$ cat config.mk
export PLATFORM = sky130hd
export DESIGN_NAME = epoch_seconds_to_calendar
export DESIGN_NICKNAME = d
export VERILOG_FILES = /design/src/hdl/estc_pkg.sv /design/src/hdl/epoch_seconds_to_calendar.sv /design/src/hdl/estc_datapath.sv /design/src/hdl/estc_ctrl.sv
export SDC_FILE = /design/constraint.sdc
export NUM_CORES = 1
export LEC_CHECK = 0
export BUFFER_PORTS_ARGS = -buffer_cell sky130_fd_sc_hd__buf_2
export CORE_MARGIN = 2
export CORE_UTILIZATION = 35
export DETAILED_ROUTE_END_ITERATION = 8
export SYNTH_ARGS = -nofsm -noshare
export SYNTH_HDL_FRONTEND = slang
export SYNTH_HIERARCHICAL = 1
export SYNTH_SLANG_ARGS = --single-unit
$ cat constraint.sdc
create_clock -name clk -period 9.4 [get_ports clk]
set_clock_uncertainty 0.2 [all_clocks]
set_input_delay 1.88 -clock clk [delete_from_list [all_inputs] [get_ports clk]]
set_output_delay 1.88 -clock clk [all_outputs]
set_load 0.02 [all_outputs]
$ cat src/hdl/estc_pkg.sv
// estc_pkg: shared types, constants and the month length table for the
// epoch seconds to calendar converter. No dependencies.
`timescale 1ns / 1ps

package estc_pkg;

    // calendar constants
    localparam int SEC_PER_DAY    = 86400;
    localparam int SEC_PER_HOUR   = 3600;
    localparam int SEC_PER_MINUTE = 60;
    localparam int EPOCH_YEAR     = 1970;
    localparam int DAYS_PER_400Y  = 146097;
    localparam int LAST_MONTH     = 11;

    // year residues of the epoch year, kept for the leap test
    localparam int EPOCH_MOD4   = 2;
    localparam int EPOCH_MOD100 = 70;
    localparam int EPOCH_MOD400 = 370;

    // command word from controller to datapath
    typedef struct packed {
        logic load;
        logic div_step;
        logic rem_step;
        logic split;
        logic hour_step;
        logic minute_step;
        logic year_step;
        logic month_step;
        logic result_load;
    } estc_cmd_t;

    // status word from datapath to controller
    typedef struct packed {
        logic hour_more;
        logic minute_more;
        logic year_more;
        logic month_more;
    } estc_status_t;

    // days in a month, 0 is January
    function automatic logic [4:0] month_days(input logic [3:0] month, input logic leap);
        logic [4:0] len;
        unique case (month)
            4'd1:                      len = leap ? 5'd29 : 5'd28;
            4'd3, 4'd5, 4'd8, 4'd10:   len = 5'd30;
            default:                   len = 5'd31;
        endcase
        return len;
    endfunction

endpackage

$ cat src/hdl/epoch_seconds_to_calendar.sv
// epoch_seconds_to_calendar: top level, Unix seconds to calendar date and time.
// Depends on estc_pkg, estc_ctrl and estc_datapath.
//
//   channel   signals                        direction  handshake
//   input     unix_seconds                   in         in_valid / in_ready
//   output    unchanged, date, time of day   out        out_valid / out_ready
//   config    cfg_data (zone, hours)         in         cfg_we, no wait
//
// one word at a time: accept, then the divide steps (reciprocal multiply,
// remainder, one day correction), then the hour, minute and year walks
// (whole 400 year blocks are skipped as units), the month walk and finish
// the year walk is the longest of these steps
// a finished word waits in the output register while the next is taken in;
// a second finished word holds in the last state until the first is taken
// reset clears zone offset, previous time and all control state
`timescale 1ns / 1ps

module epoch_seconds_to_calendar #(
    parameter int TIME_BITS = 34
) (
    input  logic                  clk,
    input  logic                  rst_n,
    input  logic                  cfg_we,
    input  logic signed [4:0]     cfg_data,
    input  logic                  in_valid,
    output logic                  in_ready,
    input  logic [TIME_BITS-1:0]  unix_seconds,
    output logic                  out_valid,
    input  logic                  out_ready,
    output logic                  unchanged,
    output logic [4:0]            day_of_month,
    output logic [3:0]            month_index,
    output logic [11:0]           year_number,
    output logic [4:0]            hour_of_day,
    output logic [5:0]            minute_of_hour,
    output logic [5:0]            second_of_minute
);
    import estc_pkg::*;

    estc_cmd_t    cmd;
    estc_status_t status;

    // sequencer
    estc_ctrl u_ctrl (
        .clk       (clk),
        .rst_n     (rst_n),
        .in_valid  (in_valid),
        .in_ready  (in_ready),
        .out_valid (out_valid),
        .out_ready (out_ready),
        .status    (status),
        .cmd       (cmd)
    );

    // arithmetic and result word
    estc_datapath #(
        .TIME_BITS (TIME_BITS)
    ) u_datapath (
        .clk              (clk),
        .rst_n            (rst_n),
        .cfg_we           (cfg_we),
        .cfg_data         (cfg_data),
        .unix_seconds     (unix_seconds),
        .cmd              (cmd),
        .status           (status),
        .unchanged        (unchanged),
        .day_of_month     (day_of_month),
        .month_index      (month_index),
        .year_number      (year_number),
        .hour_of_day      (hour_of_day),
        .minute_of_hour   (minute_of_hour),
        .second_of_minute (second_of_minute)
    );

endmodule

$ cat src/hdl/estc_datapath.sv
// estc_datapath: zone offset, clamp, seconds-per-day divider, time of day
// split, year and month walk, and the result register.
// Depends on estc_pkg.
`timescale 1ns / 1ps

module estc_datapath #(
    parameter int TIME_BITS = 34
) (
    input  logic                    clk,
    input  logic                    rst_n,
    input  logic                    cfg_we,
    input  logic signed [4:0]       cfg_data,
    input  logic [TIME_BITS-1:0]    unix_seconds,
    input  estc_pkg::estc_cmd_t     cmd,
    output estc_pkg::estc_status_t  status,
    output logic                    unchanged,
    output logic [4:0]              day_of_month,
    output logic [3:0]              month_index,
    output logic [11:0]             year_number,
    output logic [4:0]              hour_of_day,
    output logic [5:0]              minute_of_hour,
    output logic [5:0]              second_of_minute
);
    import estc_pkg::*;

    localparam int DAY_W  = TIME_BITS - 14;
    localparam int YEAR_W = TIME_BITS - 20;
    localparam int SUM_W  = TIME_BITS + 2;
    localparam logic signed [17:0] ZONE_SCALE = 18'sd3600;

    // seconds per day is 675 shifted up by 7
    localparam int     DAY_SHIFT = 7;
    localparam int     DAY_ODD   = SEC_PER_DAY >> DAY_SHIFT;
    localparam int     NUM_W     = TIME_BITS - DAY_SHIFT;
    localparam int     QUO_W     = TIME_BITS - 16;
    localparam int     PROD_W    = NUM_W + QUO_W;
    localparam int     REM_W     = 18;
    localparam longint RECIP     = (longint'(1) << NUM_W) / DAY_ODD;

    logic signed [4:0]     zone_reg;
    logic [TIME_BITS-1:0]  last_reg;
    logic                  same_reg;
    logic [TIME_BITS-1:0]  num_reg;
    logic [QUO_W-1:0]      quo_reg;
    logic [REM_W-1:0]      acc_reg;
    logic [DAY_W-1:0]      days_reg;
    logic [YEAR_W-1:0]     year_reg;
    logic [1:0]            mod4_reg;
    logic [6:0]            mod100_reg;
    logic [8:0]            mod400_reg;
    logic [3:0]            month_reg;
    logic [4:0]            hour_reg;
    logic [5:0]            minute_reg;

    logic signed [17:0]    zone_ext;
    logic signed [17:0]    offset_secs;
    logic signed [SUM_W-1:0] sum_wide;
    logic [TIME_BITS-1:0]  adj_time;
    logic [PROD_W-1:0]     prod;
    logic [TIME_BITS-1:0]  quo_secs;
    logic [TIME_BITS-1:0]  rem_full;
    logic                  rem_over;
    logic                  leap;
    logic [8:0]            year_len;
    logic [4:0]            month_len;
    logic                  big_skip;

    // zone offset in seconds, added and clamped
    always_comb
    begin
        zone_ext    = 18'(zone_reg);
        offset_secs = 18'(zone_ext * ZONE_SCALE);
        sum_wide    = $signed({2'b00, unix_seconds})
                    + $signed({{(SUM_W-18){offset_secs[17]}}, offset_secs});
        priority if (sum_wide[SUM_W-1])
            adj_time = '0;
        else if (sum_wide[SUM_W-2])
            adj_time = '1;
        else
            adj_time = sum_wide[TIME_BITS-1:0];
    end

    // day count by reciprocal multiply, estimate at most one day short
    always_comb
    begin
        prod     = PROD_W'(num_reg[TIME_BITS-1:DAY_SHIFT]) * PROD_W'(RECIP);
        quo_secs = TIME_BITS'(quo_reg) * TIME_BITS'(SEC_PER_DAY);
        rem_full = num_reg - quo_secs;
        rem_over = acc_reg >= REM_W'(SEC_PER_DAY);
    end

    // leap rule from the year residues
    always_comb
    begin
        leap      = ((mod4_reg == 2'd0) && (mod100_reg != 7'd0)) || (mod400_reg == 9'd0);
        year_len  = leap ? 9'd366 : 9'd365;
        month_len = month_days(month_reg, leap);
        big_skip  = days_reg > DAY_W'(DAYS_PER_400Y);
    end

    // status back to the controller
    always_comb
    begin
        status.hour_more   = acc_reg >= REM_W'(SEC_PER_HOUR);
        status.minute_more = acc_reg >= REM_W'(SEC_PER_MINUTE);
        status.year_more   = days_reg > DAY_W'(year_len);
        status.month_more  = (month_reg != 4'(LAST_MONTH)) && (days_reg > DAY_W'(month_len));
    end

    // configuration and previous time
    always_ff @(posedge clk or negedge rst_n)
    begin
        if (!rst_n)
        begin
            zone_reg <= '0;
            last_reg <= '0;
        end
        else
        begin
            if (cfg_we)
                zone_reg <= cfg_data;
            if (cmd.load)
                last_reg <= adj_time;
        end
    end

    // working registers
    always_ff @(posedge clk)
    begin
        if (cmd.load)
        begin
            same_reg   <= adj_time == last_reg;
            num_reg    <= adj_time;
            acc_reg    <= '0;
            year_reg   <= YEAR_W'(EPOCH_YEAR);
            mod4_reg   <= 2'(EPOCH_MOD4);
            mod100_reg <= 7'(EPOCH_MOD100);
            mod400_reg <= 9'(EPOCH_MOD400);
            month_reg  <= '0;
            hour_reg   <= '0;
            minute_reg <= '0;
        end
        if (cmd.div_step)
            quo_reg <= prod[PROD_W-1:NUM_W];
        if (cmd.rem_step)
            acc_reg <= rem_full[REM_W-1:0];
        if (cmd.split)
        begin
            // the estimate can fall one day short
            if (rem_over)
            begin
                days_reg <= DAY_W'(quo_reg) + DAY_W'(2);
                acc_reg  <= acc_reg - REM_W'(SEC_PER_DAY);
            end
            else
                days_reg <= DAY_W'(quo_reg) + DAY_W'(1);
        end
        if (cmd.hour_step)
        begin
            acc_reg  <= acc_reg - REM_W'(SEC_PER_HOUR);
            hour_reg <= hour_reg + 5'd1;
        end
        if (cmd.minute_step)
        begin
            acc_reg    <= acc_reg - REM_W'(SEC_PER_MINUTE);
            minute_reg <= minute_reg + 6'd1;
        end
        if (cmd.year_step)
        begin
            // a 400 year block has a fixed day count and leaves residues alone
            if (big_skip)
            begin
                days_reg <= days_reg - DAY_W'(DAYS_PER_400Y);
                year_reg <= year_reg + YEAR_W'(400);
            end
            else
            begin
                days_reg   <= days_reg - DAY_W'(year_len);
                year_reg   <= year_reg + YEAR_W'(1);
                mod4_reg   <= mod4_reg + 2'd1;
                mod100_reg <= (mod100_reg == 7'd99) ? 7'd0 : mod100_reg + 7'd1;
                mod400_reg <= (mod400_reg == 9'd399) ? 9'd0 : mod400_reg + 9'd1;
            end
        end
        if (cmd.month_step)
        begin
            days_reg  <= days_reg - DAY_W'(month_len);
            month_reg <= month_reg + 4'd1;
        end
    end

    // result word register
    always_ff @(posedge clk)
    begin
        if (cmd.result_load)
        begin
            unchanged        <= same_reg;
            day_of_month     <= days_reg[4:0];
            month_index      <= month_reg;
            year_number      <= year_reg[11:0];
            hour_of_day      <= hour_reg;
            minute_of_hour   <= minute_reg;
            second_of_minute <= acc_reg[5:0];
        end
    end

endmodule

$ cat src/hdl/estc_ctrl.sv
// estc_ctrl: sequencer for the converter, handshakes and step commands.
// Depends on estc_pkg.
`timescale 1ns / 1ps

module estc_ctrl (
    input  logic                    clk,
    input  logic                    rst_n,
    input  logic                    in_valid,
    output logic                    in_ready,
    output logic                    out_valid,
    input  logic                    out_ready,
    input  estc_pkg::estc_status_t  status,
    output estc_pkg::estc_cmd_t     cmd
);
    import estc_pkg::*;

    typedef enum logic [3:0] {
        ST_IDLE,
        ST_DIVIDE,
        ST_REMAIN,
        ST_SPLIT,
        ST_HOUR,
        ST_MINUTE,
        ST_YEAR,
        ST_MONTH,
        ST_FINISH
    } state_t;

    state_t            state_reg;
    logic              out_valid_reg;

    // step commands
    always_comb
    begin
        cmd.load        = (state_reg == ST_IDLE) && in_valid;
        cmd.div_step    = state_reg == ST_DIVIDE;
        cmd.rem_step    = state_reg == ST_REMAIN;
        cmd.split       = state_reg == ST_SPLIT;
        cmd.hour_step   = (state_reg == ST_HOUR) && status.hour_more;
        cmd.minute_step = (state_reg == ST_MINUTE) && status.minute_more;
        cmd.year_step   = (state_reg == ST_YEAR) && status.year_more;
        cmd.month_step  = (state_reg == ST_MONTH) && status.month_more;
        cmd.result_load = (state_reg == ST_FINISH) && (!out_valid_reg || out_ready);
    end

    assign in_ready  = state_reg == ST_IDLE;
    assign out_valid = out_valid_reg;

    // state and output word valid
    always_ff @(posedge clk or negedge rst_n)
    begin
        if (!rst_n)
        begin
            state_reg     <= ST_IDLE;
            out_valid_reg <= 1'b0;
        end
        else
        begin
            if (cmd.result_load)
                out_valid_reg <= 1'b1;
            else if (out_ready)
                out_valid_reg <= 1'b0;

            unique case (state_reg)
                ST_IDLE:
                begin
                    if (in_valid)
                        state_reg <= ST_DIVIDE;
                end
                ST_DIVIDE:
                    state_reg <= ST_REMAIN;
                ST_REMAIN:
                    state_reg <= ST_SPLIT;
                ST_SPLIT:
                    state_reg <= ST_HOUR;
                ST_HOUR:
                begin
                    if (!status.hour_more)
                        state_reg <= ST_MINUTE;
                end
                ST_MINUTE:
                begin
                    if (!status.minute_more)
                        state_reg <= ST_YEAR;
                end
                ST_YEAR:
                begin
                    if (!status.year_more)
                        state_reg <= ST_MONTH;
                end
                ST_MONTH:
                begin
                    if (!status.month_more)
                        state_reg <= ST_FINISH;
                end
                ST_FINISH:
                begin
                    if (cmd.result_load)
                        state_reg <= ST_IDLE;
                end
                default:
                    state_reg <= ST_IDLE;
            endcase
        end
    end

    // at most one datapath command at a time
    a_cmd_onehot: assert property (@(posedge clk) disable iff (!rst_n)
        $onehot0(cmd))
        else $error("more than one datapath command");

    // an accepted word starts the divider
    a_load_divide: assert property (@(posedge clk) disable iff (!rst_n)
        cmd.load |=> state_reg == ST_DIVIDE)
        else $error("divider not started after load");

    // multiply is followed by the remainder
    a_divide_hold: assert property (@(posedge clk) disable iff (!rst_n)
        (state_reg == ST_DIVIDE) |=> state_reg == ST_REMAIN)
        else $error("remainder not taken after multiply");

    // a loaded result is offered next cycle
    a_result_valid: assert property (@(posedge clk) disable iff (!rst_n)
        cmd.result_load |=> out_valid_reg && (state_reg == ST_IDLE))
        else $error("result not offered after load");

endmodule
==> flow_summary.html, run 1 <==
<table>
<tr><th>Metric</th><th>Value</th></tr>
<tr><th colspan="2">Run status</th></tr>
<tr><td>Run status</td><td>complete, no violations</td></tr>
<tr><th colspan="2">Die</th></tr>
<tr><td>Area enclosed by the die boundary</td><td>65700 um^2</td></tr>
<tr><td>Count of standard-cell rows</td><td>92</td></tr>
<tr><td>Initial core utilization</td><td>about 35%</td></tr>
<tr><td>Ports placed on the boundary</td><td>85</td></tr>
<tr><td>Standard cell core area</td><td>about 63000 um^2</td></tr>
<tr><td>Die X-Extent</td><td>256 um</td></tr>
<tr><td>Vert. Die Dim</td><td>256 um</td></tr>
<tr><th colspan="2">Detailed routing</th></tr>
<tr><td>Drt first-iter violations</td><td>1127</td></tr>
<tr><td>Number of routed nets with antenna violations</td><td>0</td></tr>
<tr><td>DRC violation count after routing</td><td>0</td></tr>
<tr><td>WL/cell</td><td>16.4 um</td></tr>
<tr><td>Drt first pass iters</td><td>5</td></tr>
<tr><td>Number of vias in the routed layout</td><td>16976</td></tr>
<tr><td>Detail-routed via count per cell</td><td>between 5 and 6</td></tr>
<tr><td>Routed WL</td><td>52.8 mm</td></tr>
<tr><th colspan="2">Clock network</th></tr>
<tr><td>CTS clock-pin slew for the worst setup and hold paths</td><td>about 70 ps</td></tr>
<tr><td>Root buffer selected by CTS</td><td>sky130_fd_sc_hd__clkbuf_16</td></tr>
<tr><td>Clock Sinks</td><td>219</td></tr>
<tr><td>Number of hold-repair buffers added at the cts stage</td><td>0</td></tr>
<tr><td>Post-CTS Setup Inserts</td><td>0</td></tr>
<tr><td>Clock tree buffer depth</td><td>3</td></tr>
<tr><td>Skew-Pair Late Insertion Delay</td><td>roughly 560 ps</td></tr>
<tr><td>Depth of the CTS H-tree</td><td>1</td></tr>
<tr><td>Post-cts repair resize count</td><td>0</td></tr>
<tr><td>Clock tree from TritonCTS</td><td>built</td></tr>
<tr><td>Total clock buffers created by CTS</td><td>26</td></tr>
<tr><th colspan="2">Layout</th></tr>
<tr><td>Most frequent cells in the layout</td><td>sky130_fd_sc_hd__ha_1, sky130_fd_sc_hd__inv_1, sky130_fd_sc_hd__nor2_1</td></tr>
<tr><td>Fraction of layout instances using a drive strength above 1</td><td>8.97%</td></tr>
<tr><td>Number of inserted filler cells in the final layout</td><td>6200</td></tr>
<tr><td>Design Area, Final</td><td>24600 um^2</td></tr>
<tr><td>Antenna diodes</td><td>0</td></tr>
<tr><td>Net count, final</td><td>2890</td></tr>
<tr><td>Leading cell type in the layout, fill and taps excluded</td><td>sky130_fd_sc_hd__ha_1</td></tr>
<tr><td>Non-filler instance count after layout</td><td>3231</td></tr>
<tr><td>Growth of design area from synthesis to finish</td><td>10.2%</td></tr>
<tr><th colspan="2">Timing</th></tr>
<tr><td>Unrepaired setup endpoints after global routing</td><td>false</td></tr>
<tr><td>Final Hold Violating Endpoints</td><td>0</td></tr>
<tr><td>Total Neg Setup Slack</td><td>0 ps</td></tr>
<tr><td>Setup Viol. Count Final</td><td>0</td></tr>
<tr><td>Slew Limit Headroom</td><td>25.1%</td></tr>
<tr><td>Worst Max-Slew Pin Slew</td><td>between 1000 and 1500 ps</td></tr>
<tr><td>Achievable clock frequency</td><td>128 MHz</td></tr>
<tr><td>Final period utilization</td><td>83.1%</td></tr>
<tr><td>Final Max Tran Viols</td><td>0</td></tr>
<tr><td>Min Clock Period, post-route</td><td>7810 ps</td></tr>
<tr><th colspan="2">Worst setup path</th></tr>
<tr><td>Worst Setup End Kind</td><td>register</td></tr>
<tr><td>Startpoint type of the worst setup path</td><td>register</td></tr>
<tr><td>Cell with the largest stage delay on the worst path</td><td>sky130_fd_sc_hd__nor2_4</td></tr>
<tr><td>Most Frequent Cell on Critical Path</td><td>sky130_fd_sc_hd__fa_1</td></tr>
<tr><td>Critical path cell sequence</td><td>fa_1 -&gt; inv_1 -&gt; fa_1 -&gt; fa_1 -&gt; fa_1 -&gt; nor2b_1 -&gt; o21a_1 -&gt; o21ai_0 -&gt; nand3b_1 -&gt; inv_2 -&gt; ha_1 -&gt; a21oi_1 -&gt; o21ai_1 -&gt; or2_1 -&gt; or4_4 -&gt; o211ai_1 -&gt; o41ai_4 -&gt; nor2_4 -&gt; o21ai_0 -&gt; a2111o_1 -&gt; a2111oi_2 -&gt; nand4_1 -&gt; nor4_2</td></tr>
<tr><td>Data required time of the critical path</td><td>9550 ps</td></tr>
<tr><td>Slowest cell delay on critical path</td><td>640 ps</td></tr>
<tr><td>FF-to-FF setup slack</td><td>1590 ps</td></tr>
<tr><td>Setup Crit Path Kind</td><td>reg2reg</td></tr>
<tr><td>Critical-path maximum fanout</td><td>34</td></tr>
<tr><td>Delay-heaviest family, CP</td><td>adder cells</td></tr>
<tr><td>Number of buffer and inverter instances along the worst setup path</td><td>2</td></tr>
<tr><td>Arrival time at the worst endpoint</td><td>around 8000 ps</td></tr>
<tr><th colspan="2">Power</th></tr>
<tr><td>Leak pwr</td><td>around 0.011 uW</td></tr>
<tr><td>PD cells</td><td>248 nW/um^2</td></tr>
<tr><td>Worst vdd rail ir drop</td><td>0.155 mV</td></tr>
<tr><th colspan="2">Global route</th></tr>
<tr><td>GRT Total Usage</td><td>approximately 16%</td></tr>
<tr><td>Global-route wire length before repair</td><td>88.1 mm</td></tr>
<tr><td>GR Overflow Total</td><td>0</td></tr>
<tr><td>Antenna violations before repair</td><td>0</td></tr>
<tr><td>Number of global-route vias before repair</td><td>about 17000</td></tr>
<tr><td>Maximum number of pins on one net before global-route repair</td><td>78</td></tr>
<tr><th colspan="2">Synthesis</th></tr>
<tr><td>Sequential area share after synthesis</td><td>27.2%</td></tr>
<tr><td>Proportion of netlist area held by the largest area contributor</td><td>between 15 and 20%</td></tr>
<tr><td>Most used flip-flop cell after synthesis</td><td>sky130_fd_sc_hd__edfxtp_1</td></tr>
<tr><td>Post-synthesis async set-or-reset flop share</td><td>20.1%</td></tr>
<tr><td>Library cell with the largest summed area after synthesis</td><td>sky130_fd_sc_hd__edfxtp_1</td></tr>
<tr><td>Post-synth EDFFs</td><td>146</td></tr>
<tr><td>Number of instances in the synthesized netlist</td><td>2316</td></tr>
<tr><td>Syn Nets</td><td>2841</td></tr>
<tr><td>Flip-flop and latch count after synthesis</td><td>between 200 and 250</td></tr>
<tr><td>Distinct cell type count after synthesis</td><td>91</td></tr>
<tr><td>Total standard cell area after synthesis</td><td>22300 um^2</td></tr>
<tr><td>Post-Syn Area per Cell</td><td>9.62 um^2</td></tr>
<tr><td>Cell types occupying the most area after synthesis</td><td>sky130_fd_sc_hd__edfxtp_1, sky130_fd_sc_hd__ha_1, sky130_fd_sc_hd__fa_1</td></tr>
<tr><td>Synth Warn #</td><td>6</td></tr>
<tr><th colspan="2">Placed design</th></tr>
<tr><td>Post-placement cell count</td><td>3183</td></tr>
<tr><td>Number of port buffers</td><td>84</td></tr>
<tr><td>Placed wire-length estimate after detailed placement</td><td>a little over 40 mm</td></tr>
<tr><td>RD Place Congestion</td><td>0.868</td></tr>
<tr><td>Instance area at placement</td><td>between 20000 and 25000 um^2</td></tr>
<tr><th colspan="2">Min path</th></tr>
<tr><td>Min-Delay Path Class</td><td>reg2reg</td></tr>
<tr><th colspan="2">Run</th></tr>
<tr><td>Max cap viols</td><td>0</td></tr>
</table>
## metal layers
| layer | global-route usage [%] | routed length [um] |
|---|---|---|
| met3 | 1.77 | 1830 |
| met1 | 21.2 | 23800 |
| met5 | 0 | 0 |
| met2 | 28.7 | 26300 |
| met4 | 3.17 | 961 |
## cell usage after synthesis, drive strengths merged (11+ instances only)
master and instances:
nand3 55, clkbuf 61, a31oi 26, ha 337, nor4 17, o21ai 131
a21oi 142, inv 258, xor2 46, and3 23, a22oi 16, a21o 29
edfxtp 146, a211oi 21, nor2b 15, dfrtp 44, nand2b 19, xnor2 82
and2 22, nor2 170, o22ai 14, dfxtp 29, o211ai 17, nand2 158
fa 144, a221oi 17, buf 15, mux2 36, nand3b 11, nand4 21
nor3 34
## per-stage QoR
| stage | total power (uW) | util [%] | hold slack, ps | worst slack (ps) |
|---|---|---|---|---|
| after floorplan | 4150 | - | 200 | 2850 |
| after global placement | 4880 | 37.5 | 257 | 1840 |
| after detailed placement | 4950 | 37.5 | 266 | 1650 |
| after CTS | 6130 | 39.0 | 281 | 1620 |
| after global routing | 6620 | 39.0 | 300 | 1060 |
| final | 6100 | 39.0 | 284 | 1590 |
## cell families (layout without fill, tap and decap cells)
group                      count (synthesis)  count (layout)  synth area share (%)
and+or+nand+nor                          584             584                  12.6
buffers and inverters                    335             404                  5.77
AOI/OAI and AO/OA                        523             523                  15.2
DFF                                      219             219                  27.2
muxes                                     46              46                  2.29
adders and majority gates                481             481                  31.9
xor gates and xnor gates                 128             128                  5.03
## worst paths after layout
check | start | end | cells past startpoint
setup / recovery | u_datapath/zone_reg[4] | u_datapath/same_reg | 23
hold / removal | u_datapath/year_reg[11] | u_datapath/year_number[11] | 0
setup reg to reg | u_datapath/zone_reg[4] | u_datapath/same_reg | 23
hold reg to reg | u_datapath/year_reg[11] | u_datapath/year_number[11] | 0
max in group asynchronous | rst_n | u_datapath/last_reg[15] | 2
min in group asynchronous | rst_n | u_datapath/zone_reg[4] | 2
## power by group
part | total [uW] | internal, uW | switching (uW) | leakage (uW)
Sequential | 1850 | 1450 | 407 | 0.00214
Combinational | 3110 | 1240 | 1870 | 0.00820
Clock | 1140 | 702 | 433 | 0.000463
## cell type report
type	count	area, um^2	share of cell area, %
well taps	846	1060	4.31
inverters	259	972	3.96
repair buffers	97	518	2.11
clock buffers	30	696	2.83
clock inverters	18	279	1.14
multi-input cells	1762	15000	61.0
flip-flops and latches	219	6070	24.7
(Power assumes the default switching activity.)
==> run 2: changes to the inputs <==
==> constraint.sdc (replaced) <==
create_clock -name clk -period 6.4 [get_ports clk]
set_clock_uncertainty 0.2 [all_clocks]
set_input_delay 1.28 -clock clk [delete_from_list [all_inputs] [get_ports clk]]
set_output_delay 1.28 -clock clk [all_outputs]
set_load 0.02 [all_outputs]
==> flow_summary.html, run 2 (synthesis gave the netlist of run 1 again) <==
<table>
<tr><th>Metric</th><th>Value</th></tr>
<tr><th colspan="2">Timing</th></tr>
<tr><td>Final period utilization</td><td>101% (was 83.1%)</td></tr>
<tr><td>Total Neg Setup Slack</td><td>-34.5 ps (was 0 ps)</td></tr>
<tr><td>Worst Max-Slew Pin Slew</td><td>1110 ps (was 1120 ps)</td></tr>
<tr><td>Final Max Tran Viols</td><td>0 (unchanged)</td></tr>
<tr><td>Achievable clock frequency</td><td>155 MHz (was 128 MHz)</td></tr>
<tr><td>Unrepaired setup endpoints after global routing</td><td>true (was false)</td></tr>
<tr><td>Final Hold Violating Endpoints</td><td>0 (unchanged)</td></tr>
<tr><td>Min Clock Period, post-route</td><td>6430 ps (was 7810 ps)</td></tr>
<tr><td>Slew Limit Headroom</td><td>26.0% (was 25.1%)</td></tr>
<tr><td>Setup slack after layout</td><td>-34.5 ps (was 1590 ps)</td></tr>
<tr><td>Setup Viol. Count Final</td><td>1 (was 0)</td></tr>
<tr><th colspan="2">Worst setup path</th></tr>
<tr><td>Startpoint type of the worst setup path</td><td>register (unchanged)</td></tr>
<tr><td>Slowest cell delay on critical path</td><td>540 ps (was 640 ps)</td></tr>
<tr><td>Arrival time at the worst endpoint</td><td>6620 ps (was 7970 ps)</td></tr>
<tr><td>Setup Crit Path Kind</td><td>reg2reg (unchanged)</td></tr>
<tr><td>Cell with the largest stage delay on the worst path</td><td>sky130_fd_sc_hd__fa_1 (was sky130_fd_sc_hd__nor2_4)</td></tr>
<tr><td>Critical path cell sequence</td><td>fa_1 -&gt; inv_1 -&gt; fa_1 -&gt; fa_1 -&gt; fa_2 -&gt; nor2b_1 -&gt; o21a_1 -&gt; o21ai_0 -&gt; nand3b_1 -&gt; bufinv_8 -&gt; ha_4 -&gt; a21oi_1 -&gt; o21ai_1 -&gt; or2_1 -&gt; or4_4 -&gt; o21a_4 -&gt; o41ai_4 -&gt; nor2_4 -&gt; buf_8 -&gt; nor4b_1 -&gt; a211oi_1 -&gt; o22ai_1 -&gt; o211ai_1 -&gt; nor4_2 (was fa_1 -&gt; inv_1 -&gt; fa_1 -&gt; fa_1 -&gt; fa_1 -&gt; nor2b_1 -&gt; o21a_1 -&gt; o21ai_0 -&gt; nand3b_1 -&gt; inv_2 -&gt; ha_1 -&gt; a21oi_1 -&gt; o21ai_1 -&gt; or2_1 -&gt; or4_4 -&gt; o211ai_1 -&gt; o41ai_4 -&gt; nor2_4 -&gt; o21ai_0 -&gt; a2111o_1 -&gt; a2111oi_2 -&gt; nand4_1 -&gt; nor4_2)</td></tr>
<tr><td>FF-to-FF setup slack</td><td>-30 ps (was 1590 ps)</td></tr>
<tr><td>Most Frequent Cell on Critical Path</td><td>sky130_fd_sc_hd__fa_1 (unchanged)</td></tr>
<tr><td>Critical-path maximum fanout</td><td>8 (was 34)</td></tr>
<tr><td>Worst Setup End Kind</td><td>register (unchanged)</td></tr>
<tr><td>Data required time of the critical path</td><td>6580 ps (was 9550 ps)</td></tr>
<tr><th colspan="2">Detailed routing</th></tr>
<tr><td>Drt first-iter violations</td><td>1076 (was 1127)</td></tr>
<tr><td>Number of routed nets with antenna violations</td><td>0 (unchanged)</td></tr>
<tr><td>Drt first pass iters</td><td>5 (unchanged)</td></tr>
<tr><td>Detail-routed via count per cell</td><td>5.24 (was 5.25)</td></tr>
<tr><td>Routed WL</td><td>56.5 mm (was 52.8 mm)</td></tr>
<tr><td>Number of vias in the routed layout</td><td>17859 (was 16976)</td></tr>
<tr><td>DRC violation count after routing</td><td>0 (unchanged)</td></tr>
<tr><td>WL/cell</td><td>16.6 um (was 16.4 um)</td></tr>
<tr><th colspan="2">Clock network</th></tr>
<tr><td>Clock Sinks</td><td>219 (unchanged)</td></tr>
<tr><td>Skew-Pair Late Insertion Delay</td><td>560 ps (about the same)</td></tr>
<tr><td>CTS clock-pin slew for the worst setup and hold paths</td><td>60 ps (was 70 ps)</td></tr>
<tr><td>Clock tree buffer depth</td><td>3 (unchanged)</td></tr>
<tr><td>Root buffer selected by CTS</td><td>sky130_fd_sc_hd__clkbuf_16 (unchanged)</td></tr>
<tr><td>Depth of the CTS H-tree</td><td>1 (unchanged)</td></tr>
<tr><td>Clock tree from TritonCTS</td><td>built (unchanged)</td></tr>
<tr><td>Total clock buffers created by CTS</td><td>26 (unchanged)</td></tr>
<tr><th colspan="2">Die</th></tr>
<tr><td>Count of standard-cell rows</td><td>92 (unchanged)</td></tr>
<tr><td>Ports placed on the boundary</td><td>85 (unchanged)</td></tr>
<tr><td>Initial core utilization</td><td>35.4% (unchanged)</td></tr>
<tr><td>Vert. Die Dim</td><td>256 um (unchanged)</td></tr>
<tr><td>Die X-Extent</td><td>256 um (unchanged)</td></tr>
<tr><td>Standard cell core area</td><td>63000 um^2 (unchanged)</td></tr>
<tr><td>Area enclosed by the die boundary</td><td>65700 um^2 (unchanged)</td></tr>
<tr><th colspan="2">Run</th></tr>
<tr><td>Max cap viols</td><td>0 (unchanged)</td></tr>
<tr><th colspan="2">Power</th></tr>
<tr><td>Leak pwr</td><td>0.0117 uW (was 0.0108 uW)</td></tr>
<tr><td>PD cells</td><td>356 nW/um^2 (was 248 nW/um^2)</td></tr>
<tr><td>Worst vdd rail ir drop</td><td>0.225 mV (was 0.155 mV)</td></tr>
<tr><th colspan="2">Global route</th></tr>
<tr><td>Global-route wire length before repair</td><td>92.9 mm (was 88.1 mm)</td></tr>
<tr><td>GRT Total Usage</td><td>17.0% (was 16.1%)</td></tr>
<tr><td>Antenna violations before repair</td><td>1 (was 0)</td></tr>
<tr><td>GR Overflow Total</td><td>0 (unchanged)</td></tr>
<tr><td>Maximum number of pins on one net before global-route repair</td><td>79 (was 78)</td></tr>
<tr><td>Number of global-route vias before repair</td><td>18022 (was 16995)</td></tr>
<tr><th colspan="2">Placed design</th></tr>
<tr><td>Post-placement cell count</td><td>3342 (was 3183)</td></tr>
<tr><td>Placed wire-length estimate after detailed placement</td><td>44.9 mm (was 41.3 mm)</td></tr>
<tr><td>RD Place Congestion</td><td>0.889 (was 0.868)</td></tr>
<tr><td>Instance area at placement</td><td>24800 um^2 (was 23600 um^2)</td></tr>
<tr><td>Number of port buffers</td><td>84 (unchanged)</td></tr>
<tr><th colspan="2">Run status</th></tr>
<tr><td>Run status</td><td>finished, violations left (was complete, no violations)</td></tr>
<tr><td>Violated checks</td><td>negative setup slack</td></tr>
<tr><th colspan="2">Layout</th></tr>
<tr><td>Fraction of layout instances using a drive strength above 1</td><td>16.5% (was 8.97%)</td></tr>
<tr><td>Antenna diodes</td><td>0 (unchanged)</td></tr>
<tr><td>Net count, final</td><td>3068 (was 2890)</td></tr>
<tr><td>Most frequent cells in the layout</td><td>sky130_fd_sc_hd__ha_1, sky130_fd_sc_hd__inv_1, sky130_fd_sc_hd__buf_4 (was sky130_fd_sc_hd__ha_1, sky130_fd_sc_hd__inv_1, sky130_fd_sc_hd__nor2_1)</td></tr>
<tr><td>Design Area, Final</td><td>26100 um^2 (was 24600 um^2)</td></tr>
<tr><td>Non-filler instance count after layout</td><td>3409 (was 3231)</td></tr>
<tr><td>Growth of design area from synthesis to finish</td><td>17.1% (was 10.2%)</td></tr>
<tr><td>Leading cell type in the layout, fill and taps excluded</td><td>sky130_fd_sc_hd__ha_1 (unchanged)</td></tr>
<tr><th colspan="2">Min path</th></tr>
<tr><td>Min-Delay Path Class</td><td>reg2reg (unchanged)</td></tr>
</table>
## run 2: changes by cell type in the layout (fill, tap and decap cells not counted), sizes merged
cell and delta:
clkinv +2, clkinvlp -2, buf +176, inv -2, clkbuf +7, xnor2 +1
bufinv -4
## run 2: layout make-up
class	instances	area, um^2
Clock buffer	37	742
Clock inverter	11	104
Fill cell	6081	36900
Inverter	259	986
Multi-Input combinational cell	1763	15300
Sequential cell	219	6070
Tap cell	846	1060
Timing Repair Buffer	273	1870
Timing Repair inverter	1	6.26
## run 2: power by group
group          internal, uW  total, uW  switching (uW)
registers              2130       2710             581
logic                  2180       5110            2940
clock network           850       1480             627
total                  5150       9300            4140
## run 2: final timing paths
check / from / cells after the start / to
worst max-delay path: u_datapath/zone_reg[2] / 24 / u_datapath/same_reg
worst min-delay path: u_datapath/hour_reg[4] / 0 / u_datapath/hour_of_day[4]
worst max register to register: u_datapath/zone_reg[2] / 24 / u_datapath/same_reg
worst min register to register: u_datapath/hour_reg[4] / 0 / u_datapath/hour_of_day[4]
max in group asynchronous: rst_n / 2 / u_datapath/zone_reg[4]
min in group asynchronous: rst_n / 2 / u_ctrl/out_valid
## run 2: critical path, delay by kind of cell (launching register included)
kind / cells / cell delay [ps]
buffers and inverters: 3 / 420
adder cells (fa/ha/maj): 5 / 2110
AND/OR/NAND/NOR: 7 / 1670
AO/OA/AOI/OAI: 9 / 1490
flip-flops: 1 / 400
## run 2: timing repair
action | 4_1_cts | 5_1_grt
pin swaps | 11 | 25
setup endpoints to repair | 3 | 13
gates cloned | 2 | 0
gates resized for setup | 23 | 31
setup buffers | 4 | 13
hold buffers | 0 | 0
## run 2: per-stage QoR
| step | total power, uW | worst slack [ps] | utilization, % | hold slack [ps] |
|---|---|---|---|---|
| after detailed placement | 7630 | -181 | 39.5 | 259 |
| after global placement | 7520 | -105 | 39.5 | 255 |
| after global routing | 10100 | -369 | 41.4 | 296 |
| after floorplan | 6100 | 22.4 | - | 200 |
| final | 9300 | -34.5 | 41.4 | 275 |
| after CTS | 9230 | -32.1 | 41.1 | 275 |
## run 2: layer usage
| metal | up-vias | wire length, um | global-route usage, % |
|---|---|---|---|
| li1 | 8737 | - | - |
| met1 | 8690 | 25400 | 22.3 |
| met2 | 365 | 28000 | 30.2 |
| met3 | 65 | 2070 | 1.89 |
| met4 | 2 | 985 | 3.25 |
| met5 | - | 13 | 0 |
==> run 3: changes to the inputs <==
--- a/config.mk
+++ b/config.mk
@@ -9,6 +9,7 @@
 export CORE_MARGIN = 2
 export CORE_UTILIZATION = 35
 export DETAILED_ROUTE_END_ITERATION = 8
+export PLACE_DENSITY = 0.48
 export SYNTH_ARGS = -nofsm -noshare
 export SYNTH_HDL_FRONTEND = slang
 export SYNTH_HIERARCHICAL = 1
==> flow_summary.html, run 3 (synthesis gave the netlist of run 1 again) <==
<table>
<tr><th>Metric</th><th>Value</th></tr>
<tr><th colspan="2">Clock network</th></tr>
<tr><td>CTS clock-pin slew for the worst setup and hold paths</td><td>60 ps (about the same)</td></tr>
<tr><td>Skew-Pair Late Insertion Delay</td><td>580 ps (was 560 ps)</td></tr>
<tr><td>Total clock buffers created by CTS</td><td>28 (was 26)</td></tr>
<tr><td>Root buffer selected by CTS</td><td>sky130_fd_sc_hd__clkbuf_16 (unchanged)</td></tr>
<tr><td>Clock tree from TritonCTS</td><td>built (unchanged)</td></tr>
<tr><td>Depth of the CTS H-tree</td><td>1 (unchanged)</td></tr>
<tr><td>Number of hold-repair buffers added at the cts stage</td><td>0 (unchanged)</td></tr>
<tr><td>Clock tree buffer depth</td><td>3 (unchanged)</td></tr>
<tr><td>Clock Sinks</td><td>219 (unchanged)</td></tr>
<tr><th colspan="2">Die</th></tr>
<tr><td>Vert. Die Dim</td><td>256 um (unchanged)</td></tr>
<tr><td>Die X-Extent</td><td>256 um (unchanged)</td></tr>
<tr><td>Count of standard-cell rows</td><td>92 (unchanged)</td></tr>
<tr><td>Standard cell core area</td><td>63000 um^2 (unchanged)</td></tr>
<tr><td>Ports placed on the boundary</td><td>85 (unchanged)</td></tr>
<tr><td>Initial core utilization</td><td>35.4% (unchanged)</td></tr>
<tr><td>Area enclosed by the die boundary</td><td>65700 um^2 (unchanged)</td></tr>
<tr><th colspan="2">Timing</th></tr>
<tr><td>Unrepaired setup endpoints after global routing</td><td>true (unchanged)</td></tr>
<tr><td>Worst Max-Slew Pin Slew</td><td>1130 ps (was 1110 ps)</td></tr>
<tr><td>Total Neg Setup Slack</td><td>-40.6 ps (was -34.5 ps)</td></tr>
<tr><td>Final Hold Violating Endpoints</td><td>0 (unchanged)</td></tr>
<tr><td>Final period utilization</td><td>101% (about the same)</td></tr>
<tr><td>Setup Viol. Count Final</td><td>1 (unchanged)</td></tr>
<tr><td>Setup slack after layout</td><td>-40.6 ps (was -34.5 ps)</td></tr>
<tr><td>Slew Limit Headroom</td><td>24.4% (was 26.0%)</td></tr>
<tr><td>Min Clock Period, post-route</td><td>6440 ps (was 6430 ps)</td></tr>
<tr><td>Final Max Tran Viols</td><td>0 (unchanged)</td></tr>
<tr><td>Worst hold slack</td><td>282 ps (was 275 ps)</td></tr>
<tr><td>Achievable clock frequency</td><td>155 MHz (about the same)</td></tr>
<tr><th colspan="2">Worst setup path</th></tr>
<tr><td>End of the worst register-to-register path</td><td>u_datapath/same_reg (unchanged)</td></tr>
<tr><td>Data required time of the critical path</td><td>6580 ps (about the same)</td></tr>
<tr><td>Worst Setup End Kind</td><td>register (unchanged)</td></tr>
<tr><td>Arrival time at the worst endpoint</td><td>6620 ps (about the same)</td></tr>
<tr><td>R2r worst-path depth</td><td>25 (was 24)</td></tr>
<tr><td>Most Frequent Cell on Critical Path</td><td>sky130_fd_sc_hd__fa_1 (unchanged)</td></tr>
<tr><td>Number of buffer and inverter instances along the worst setup path</td><td>4 (was 3)</td></tr>
<tr><td>Critical-path maximum fanout</td><td>6 (was 8)</td></tr>
<tr><td>Cell with the largest stage delay on the worst path</td><td>sky130_fd_sc_hd__fa_1 (unchanged)</td></tr>
<tr><td>Delay-heaviest family, CP</td><td>adder cells (unchanged)</td></tr>
<tr><td>Startpoint type of the worst setup path</td><td>register (unchanged)</td></tr>
<tr><td>Setup Crit Path Kind</td><td>reg2reg (unchanged)</td></tr>
<tr><td>FF-to-FF setup slack</td><td>-40 ps (was -30 ps)</td></tr>
<tr><td>Critical path depth</td><td>25 (was 24)</td></tr>
<tr><td>Slowest cell delay on critical path</td><td>540 ps (about the same)</td></tr>
<tr><td>Crit Reg-Reg Startpoint</td><td>u_datapath/zone_reg[2] (unchanged)</td></tr>
<tr><th colspan="2">Layout</th></tr>
<tr><td>Most frequent cells in the layout</td><td>sky130_fd_sc_hd__ha_1, sky130_fd_sc_hd__inv_1, sky130_fd_sc_hd__buf_4 (unchanged)</td></tr>
<tr><td>Fraction of layout instances using a drive strength above 1</td><td>16.4% (was 16.5%)</td></tr>
<tr><td>Leading cell type in the layout, fill and taps excluded</td><td>sky130_fd_sc_hd__ha_1 (unchanged)</td></tr>
<tr><td>Growth of design area from synthesis to finish</td><td>17.7% (was 17.1%)</td></tr>
<tr><td>Antenna diodes</td><td>0 (unchanged)</td></tr>
<tr><td>Design Area, Final</td><td>26200 um^2 (was 26100 um^2)</td></tr>
<tr><td>Net count, final</td><td>3065 (was 3068)</td></tr>
<tr><th colspan="2">Run status</th></tr>
<tr><td>Violated checks</td><td>negative setup slack (unchanged)</td></tr>
<tr><td>Run status</td><td>finished, violations left (unchanged)</td></tr>
<tr><th colspan="2">Run</th></tr>
<tr><td>Max cap viols</td><td>0 (unchanged)</td></tr>
<tr><th colspan="2">Global route</th></tr>
<tr><td>Antenna violations before repair</td><td>1 (unchanged)</td></tr>
<tr><td>GRT Total Usage</td><td>17.6% (was 17.0%)</td></tr>
<tr><td>Maximum number of pins on one net before global-route repair</td><td>75 (was 79)</td></tr>
<tr><td>Global-route wire length before repair</td><td>95.1 mm (was 92.9 mm)</td></tr>
<tr><td>GR Overflow Total</td><td>0 (unchanged)</td></tr>
<tr><td>Number of global-route vias before repair</td><td>18347 (was 18022)</td></tr>
<tr><th colspan="2">Detailed routing</th></tr>
<tr><td>Routed WL</td><td>57.2 mm (was 56.5 mm)</td></tr>
<tr><td>Number of vias in the routed layout</td><td>17542 (was 17859)</td></tr>
<tr><td>Drt first pass iters</td><td>7 (was 5)</td></tr>
<tr><td>Number of routed nets with antenna violations</td><td>0 (unchanged)</td></tr>
<tr><td>DRC violation count after routing</td><td>0 (unchanged)</td></tr>
<tr><td>Detail-routed via count per cell</td><td>5.15 (was 5.24)</td></tr>
<tr><td>Drt first-iter violations</td><td>842 (was 1076)</td></tr>
<tr><td>WL/cell</td><td>16.8 um (was 16.6 um)</td></tr>
<tr><th colspan="2">Placed design</th></tr>
<tr><td>Placed wire-length estimate after detailed placement</td><td>46.3 mm (was 44.9 mm)</td></tr>
<tr><td>Instance area at placement</td><td>24900 um^2 (was 24800 um^2)</td></tr>
<tr><td>RD Place Congestion</td><td>0.882 (was 0.889)</td></tr>
<tr><td>Number of port buffers</td><td>84 (unchanged)</td></tr>
<tr><th colspan="2">Power</th></tr>
<tr><td>PD cells</td><td>360 nW/um^2 (was 356 nW/um^2)</td></tr>
<tr><td>Leak pwr</td><td>0.0117 uW (about the same)</td></tr>
<tr><td>Post-route total power</td><td>9440 uW (was 9300 uW)</td></tr>
<tr><td>Worst vdd rail ir drop</td><td>0.264 mV (was 0.225 mV)</td></tr>
<tr><th colspan="2">Min path</th></tr>
<tr><td>Min-Delay Path Class</td><td>reg2reg (unchanged)</td></tr>
<tr><td>Cells on Worst Hold Path</td><td>0 (unchanged)</td></tr>
<tr><td>Hold worst-path end</td><td>u_datapath/year_number[11] (was u_datapath/hour_of_day[4])</td></tr>
<tr><td>Launch instance of the worst min-delay path</td><td>u_datapath/year_reg[11] (was u_datapath/hour_reg[4])</td></tr>
</table>
run 3: cell types whose count changed in the layout (fill, tap and decap cells not counted), moves of 4 or more:
| cell | before | now |
|---|---|---|
| sky130_fd_sc_hd__buf_4 | 184 | 173 |
| sky130_fd_sc_hd__bufinv_16 | 1 | 5 |
| sky130_fd_sc_hd__buf_6 | 3 | 9 |
| sky130_fd_sc_hd__clkinv_1 | 1 | 5 |
run 3: area by class of cell:
| type | instances | area (um^2) |
|---|---|---|
| clock buffers | 37 | 754 |
| clock inverters | 15 | 229 |
| repair buffers | 270 | 1900 |
| well taps | 846 | 1060 |
| fillers | 6216 | 36700 |
| multi-input cells | 1762 | 15200 |
| flip-flops and latches | 219 | 6070 |
| inverters | 259 | 986 |
run 3: worst register-to-register path: stages, from the launching register on:
cell and delay, ps:
sky130_fd_sc_hd__dfrtp_1 400, sky130_fd_sc_hd__fa_1 540, sky130_fd_sc_hd__inv_1 50, sky130_fd_sc_hd__fa_1 520, sky130_fd_sc_hd__fa_1 450, sky130_fd_sc_hd__fa_2 360
sky130_fd_sc_hd__nor2b_1 120, sky130_fd_sc_hd__o21a_1 140, sky130_fd_sc_hd__o21ai_1 60, sky130_fd_sc_hd__nand3b_1 110, sky130_fd_sc_hd__bufinv_8 210, sky130_fd_sc_hd__buf_4 140
sky130_fd_sc_hd__ha_4 210, sky130_fd_sc_hd__nand2_1 70, sky130_fd_sc_hd__o21ai_1 80, sky130_fd_sc_hd__or2_1 230, sky130_fd_sc_hd__or4_4 510, sky130_fd_sc_hd__o21a_4 250
sky130_fd_sc_hd__o41a_4 400, sky130_fd_sc_hd__buf_4 170, sky130_fd_sc_hd__a211oi_2 210, sky130_fd_sc_hd__nor3_1 70, sky130_fd_sc_hd__a2111o_1 300, sky130_fd_sc_hd__nor3_2 170
sky130_fd_sc_hd__nand4_1 150, sky130_fd_sc_hd__nor4_2 160
run 3: how the worst max path moves through the flow:
| stage | to | from |
|---|---|---|
| 3_5_place_dp | u_datapath/same_reg | u_datapath/zone_reg[2] |
| 2_1_floorplan | u_datapath/same_reg | u_datapath/zone_reg[2] |
| 6_report | u_datapath/same_reg | u_datapath/zone_reg[2] |
| 5_1_grt | u_datapath/same_reg | u_datapath/zone_reg[2] |
| 4_1_cts | u_datapath/same_reg | u_datapath/zone_reg[2] |
| 3_3_place_gp | u_datapath/quo_reg[17] | u_datapath/num_reg[19] |
run 3: what timing repair did:
item	4_1_cts	5_1_grt
pin swaps	3	26
buffers inserted	1	7
setup endpoints to repair	3	26
gates resized for setup	14	41
run 3: through the flow:
step	util [%]	std cells	setup WS, ps
final	41.6	3408	-40.6
after global routing	41.6	3408	-364
after CTS	41.3	3401	-75.7
after detailed placement	39.6	3348	-166
after global placement	39.6	3348	-108
after floorplan	-	2316	22.4
run 3: power by group:
part / internal, uW / switching, uW / total, uW
Sequential: 2130 / 572 / 2700
Clock: 1030 / 634 / 1670
Combinational: 2160 / 2910 / 5070
Total: 5320 / 4120 / 9440
run 3: layer usage:
| layer | up-vias | wire length [um] | GRT usage [%] |
|---|---|---|---|
| met5 | - | 0 | 0 |
| met4 | 0 | 1440 | 4.65 |
| met3 | 75 | 1780 | 2.07 |
| met2 | 267 | 28300 | 31.3 |
| met1 | 8514 | 25600 | 22.5 |
| li1 | 8686 | - | - |
